$ cat src/sv/m3i_pkg.sv
`timescale 1ns / 1ps
// ----------------------------------------------------------------------------
// m3i_pkg
// Shared widths, stage counts, the cofactor index table and the lane types of
// the 3x3 matrix inverse.
// ----------------------------------------------------------------------------
package m3i_pkg;

   // matrix geometry and element widths
   localparam int LANES        = 9;
   localparam int ROW_LEN      = 3;
   localparam int ELEM_W       = 16;
   localparam int PROD_W       = 2 * ELEM_W;
   localparam int ADJ_W        = PROD_W + 1;
   localparam int DPROD_W      = ELEM_W + ADJ_W;
   localparam int DSUM_W       = DPROD_W + 1;
   localparam int DEN_W        = 48;
   localparam int Q_W          = 32;
   // numerator is |adj| shifted left by this many bits
   localparam int NUM_SHIFT    = 24;
   // bits of |adj| that drop below the first partial remainder
   localparam int LO_W         = Q_W - NUM_SHIFT;

   // pipeline depth
   localparam int FRONT_STAGES = 4;
   localparam int DIV_STAGES   = Q_W + 1;
   localparam int TOTAL_STAGES = FRONT_STAGES + DIV_STAGES;

   // configuration port
   localparam int CSR_ADDR_W   = 4;
   localparam int CSR_DATA_W   = 64;
   localparam logic REG_DET_TOLERANCE = 1'b0;
   localparam logic [DEN_W-1:0] DET_TOL_RESET = 48'd17;

   // cofactor terms per adjugate entry: m[a]*m[b] - m[c]*m[d], index r*3+c
   localparam logic [3:0] COF_IDX [LANES][4] = '{
      '{4'd4, 4'd8, 4'd5, 4'd7},
      '{4'd2, 4'd7, 4'd1, 4'd8},
      '{4'd1, 4'd5, 4'd2, 4'd4},
      '{4'd5, 4'd6, 4'd3, 4'd8},
      '{4'd0, 4'd8, 4'd2, 4'd6},
      '{4'd2, 4'd3, 4'd0, 4'd5},
      '{4'd3, 4'd7, 4'd4, 4'd6},
      '{4'd1, 4'd6, 4'd0, 4'd7},
      '{4'd0, 4'd4, 4'd1, 4'd3}
   };

   // determinant side information handed from the front end to the lanes
   typedef struct packed {
      logic [DEN_W-1:0] den;
      logic             det_neg;
      logic             invertible;
   } det_info_type;

   // what one divider lane found
   typedef struct packed {
      logic [Q_W-1:0] quot;
      logic           ovf;
      logic           neg;
      logic [Q_W-1:0] adj;
   } lane_res_type;

endpackage

$ cat src/sv/m3i_csr.sv
`timescale 1ns / 1ps
// ----------------------------------------------------------------------------
// m3i_csr
// Register file of the inverse: the determinant tolerance, 48 bits at byte
// address 0 of an APB-style port with 64-bit data.
// ----------------------------------------------------------------------------
module m3i_csr (
   input  logic                             clock,
   input  logic                             reset,
   input  logic                             psel,
   input  logic                             penable,
   input  logic                             pwrite,
   input  logic [m3i_pkg::CSR_ADDR_W-1:0]   paddr,
   input  logic [m3i_pkg::CSR_DATA_W-1:0]   pwdata,
   output logic [m3i_pkg::CSR_DATA_W-1:0]   prdata,
   output logic                             pready,
   output logic [m3i_pkg::DEN_W-1:0]        tol
);

   logic [m3i_pkg::DEN_W-1:0] tol_ff;
   logic                      sel_tol;

   // register index is the 8-byte slot
   assign sel_tol = paddr[m3i_pkg::CSR_ADDR_W-1] == m3i_pkg::REG_DET_TOLERANCE;

   always_ff @(posedge clock) begin
      if (reset) begin
         tol_ff <= m3i_pkg::DET_TOL_RESET;
      end else if (psel && penable && pwrite && sel_tol) begin
         tol_ff <= pwdata[m3i_pkg::DEN_W-1:0];
      end
   end

   always_comb begin
      prdata = '0;
      if (sel_tol) begin
         prdata = m3i_pkg::CSR_DATA_W'(tol_ff);
      end
   end

   assign pready = 1'b1;
   assign tol    = tol_ff;

endmodule

$ cat config.mk
export PLATFORM = sky130hd
export DESIGN_NAME = m3i_csr
export DESIGN_NICKNAME = d
export VERILOG_FILES = /design/src/sv/m3i_pkg.sv /design/src/sv/m3i_csr.sv
export SDC_FILE = /design/constraint.sdc
export NUM_CORES = 1
export LEC_CHECK = 0
export ABC_AREA = 1
export BUFFER_PORTS_ARGS = -buffer_cell sky130_fd_sc_hd__buf_2
export CAP_MARGIN = 20
export CORE_ASPECT_RATIO = 0.75
export CORE_MARGIN = 4
export CORE_UTILIZATION = 40
export DETAILED_ROUTE_END_ITERATION = 8
export MAX_ROUTING_LAYER = met4
export PLACE_DENSITY = 0.79
export SLEW_MARGIN = 0
export SYNTH_ARGS = -nofsm -noshare
export SYNTH_HDL_FRONTEND = slang
export SYNTH_SLANG_ARGS = --single-unit
$ cat constraint.sdc
create_clock -name clock -period 1.3 [get_ports clock]
set_input_delay 0.26 -clock clock [delete_from_list [all_inputs] [get_ports clock]]
set_output_delay 0.26 -clock clock [all_outputs]
set_load 0.005 [all_outputs]
==> flow_metrics.env <==
export IMPL_grt_pass1_vias=2478
export IMPL_worstPathArrival_ns=0.91
export IMPL_synth_top_cell_area_share_pct=37.37
export IMPL_fin_nets=644
export IMPL_start_util_pct=42.81
export IMPL_antenna_found_initial=0
export IMPL_antenna_cells=0
export IMPL_power_density_nw_per_um2=836.1
export IMPL_crit_chain="inv_1, nor2_1, buf_2"
export IMPL_worstSetupStartpoint="tol[17]"
export IMPL_clk_latency_ns=0.28
export IMPL_core_area_um2=6006
export IMPL_period_share_pct=89.72
export IMPL_hold_end="tol[4]"
export IMPL_synth_avg_cell_area_um2=5.938
export IMPL_whs_path_depth=3
export IMPL_largest_reg_flops=48
export IMPL_crit_buf_inv=2
export IMPL_ys_seq_area_share_pct=37.37
export IMPL_firstDrtPassIters=4
export IMPL_synth_area_leaders="dfxtp_1, nor2_1, inv_1, nand3_1, nand2_1"
export IMPL_final_layout_size_suffix_gt1_share_pct=29.60
export IMPL_skew_ns=0
export IMPL_final_cell_mix="buf_2, nor2_1, inv_1"
export IMPL_synthCells=433
export IMPL_ant_nets=0
export IMPL_synth_top_cell_by_area="dfxtp_1"
export IMPL_rows=24
export IMPL_crit_type="register to output pin"
export IMPL_cts_hold_buffers=0
export IMPL_rsz0062_at_grt="false"
export IMPL_yosys_warnings=0
export IMPL_routabilityCongestion=0.7532
export IMPL_post_cts_setup_buffer_count=0
export IMPL_fp_dieH_um=77.44
export IMPL_synth_distinct_cells=12
export IMPL_clkTransAtPathRegs_ns=0.08
export IMPL_htree_num_levels=2
export IMPL_slowest_stage="dfxtp_2"
export IMPL_clock_sinks=48
export IMPL_critPathLaunchType="register"
export IMPL_cpPeakStageDelay_ns=0.35
export IMPL_status="complete, no violations"
export IMPL_hold_viol=0
export IMPL_drtIter0Drc=80
export IMPL_drc=0
export IMPL_place_port_buffers=149
export IMPL_clockRootBuffer="clkbuf_8"
export IMPL_worst_r2r_startpoint="tol[6]"
export IMPL_die_area_um2=7788
export IMPL_crit_required_ns=1.04
export IMPL_cap_violations=0
export IMPL_num_io_pins=186
export IMPL_r2r_slack_ns=0.71
export IMPL_routed_via_density=4.190
export IMPL_avgRoutedWirePerCell_um=10.20
export IMPL_ctsResizeCount=0
export IMPL_cts_buffer_depth=2
export IMPL_placed_cells=642
export IMPL_mostFrequentLayoutCell="buf_2"
export IMPL_grt_start_max_net_pins=49
export IMPL_fmax_ghz=0.8574
export IMPL_p_leak_nw=2.046
export IMPL_ir_worst_vdd_mv=0.3926
export IMPL_rr_worst_depth=2
export IMPL_final_max_slew_violation_count=0
export IMPL_finalSetupViolations=0
export IMPL_grt_overflow=0
export IMPL_wirelength_um=6623
export IMPL_cp_top_family="flip-flops"
export IMPL_hold_class="primary input to register"
export IMPL_endpoint_kind="output pin"
export IMPL_synth_area_um2=2571
export IMPL_fin_cells=649
export IMPL_grt_pass1_wl_um=11030
export IMPL_critPathMaxFanout=3
export IMPL_vias=2719
export IMPL_grt_total_usage_pct=17.28
export IMPL_tns_ns=0
export IMPL_cts_tree="built"
export IMPL_ys_ff_latch=48
export IMPL_post_dp_hpwl_um=5040
export IMPL_post_route_min_period_ns=1.166
export IMPL_hp_start="pwdata[4]"
export IMPL_r2r_end="tol[6]"
export IMPL_area_growth_pct=34.01
export IMPL_cts_made_buffers=5
export IMPL_die_w_um=100.6
-- tightest hold or removal path, delay by kind of cell --
family	cells	cell delay [ns]
buffers and inverters	1	0.08
and+or+nand+nor	2	0.12
-- cell type report --
| class | instances | area, µm² |
|---|---|---|
| Clock buffer | 6 | 72.57 |
| Clock inverter | 1 | 5.005 |
| Fill cell | 600 | 2560 |
| Inverter | 98 | 367.9 |
| Multi-Input combinational cell | 260 | 1051 |
| Sequential cell | 48 | 963.4 |
| Tap cell | 78 | 97.59 |
| Timing Repair Buffer | 158 | 888.4 |
-- power by group --
part | internal (mW) | leakage (nW) | switching [mW]
registers | 1.52 | 0.391 | 0.0379
clock network | 0.367 | 0.0410 | 0.453
logic | 0.228 | 1.61 | 0.274
total | 2.12 | 2.05 | 0.765
-- metrics by stage --
step	utilization [%]	setup WS, ns	hold WS [ns]	area, µm²	power, mW
2_1_floorplan	-	0.2982	0.3861	2628	1.902
3_3_place_gp	56.04	0.2042	0.4601	3366	2.087
3_5_place_dp	56.04	0.1774	0.4772	3366	2.100
4_1_cts	57.33	0.08444	0.1864	3443	2.923
5_1_grt	57.38	0.01824	0.2014	3446	3.060
6_report	57.38	0.1336	0.1947	3446	2.881
-- synthesized netlist by cell type --
master and count:
nor2_1 141, inv_1 97, nand2_1 53, dfxtp_1 48, nand3_1 48, buf_4 24
buf_2 10, clkbuf_1 5, buf_1 3, conb_1 2, inv_2 1, nor2_2 1
-- layer usage --
| layer | track usage [%] | part of all wire, % |
|---|---|---|
| met1 | 19.77 | 44 |
| met2 | 30.75 | 48 |
| met3 | 4.032 | 7.5 |
| met4 | 3.499 | 0.41 |
| met5 | - | 0 |
-- worst max-delay path by stage --
stage	slack, ns	cells after the start	endpoint
2_1_floorplan	0.30	7	tol[0]
3_3_place_gp	0.20	7	tol[0]
3_5_place_dp	0.18	7	tol[14]
4_1_cts	0.08	3	prdata[28]
5_1_grt	0.02	3	prdata[9]
6_report	0.13	3	prdata[17]
-- logic make-up (layout without fill, tap and decap cells) --
family                 after synthesis  in the layout  share of synthesized area (%)
other                                2             17                         0.2921
AND/OR/NAND/NOR                    243            243                          37.91
buffers and inverters              140            263                          24.43
flip-flops                          48             48                          37.37
Note: power is estimated with default switching activity, not from simulation.
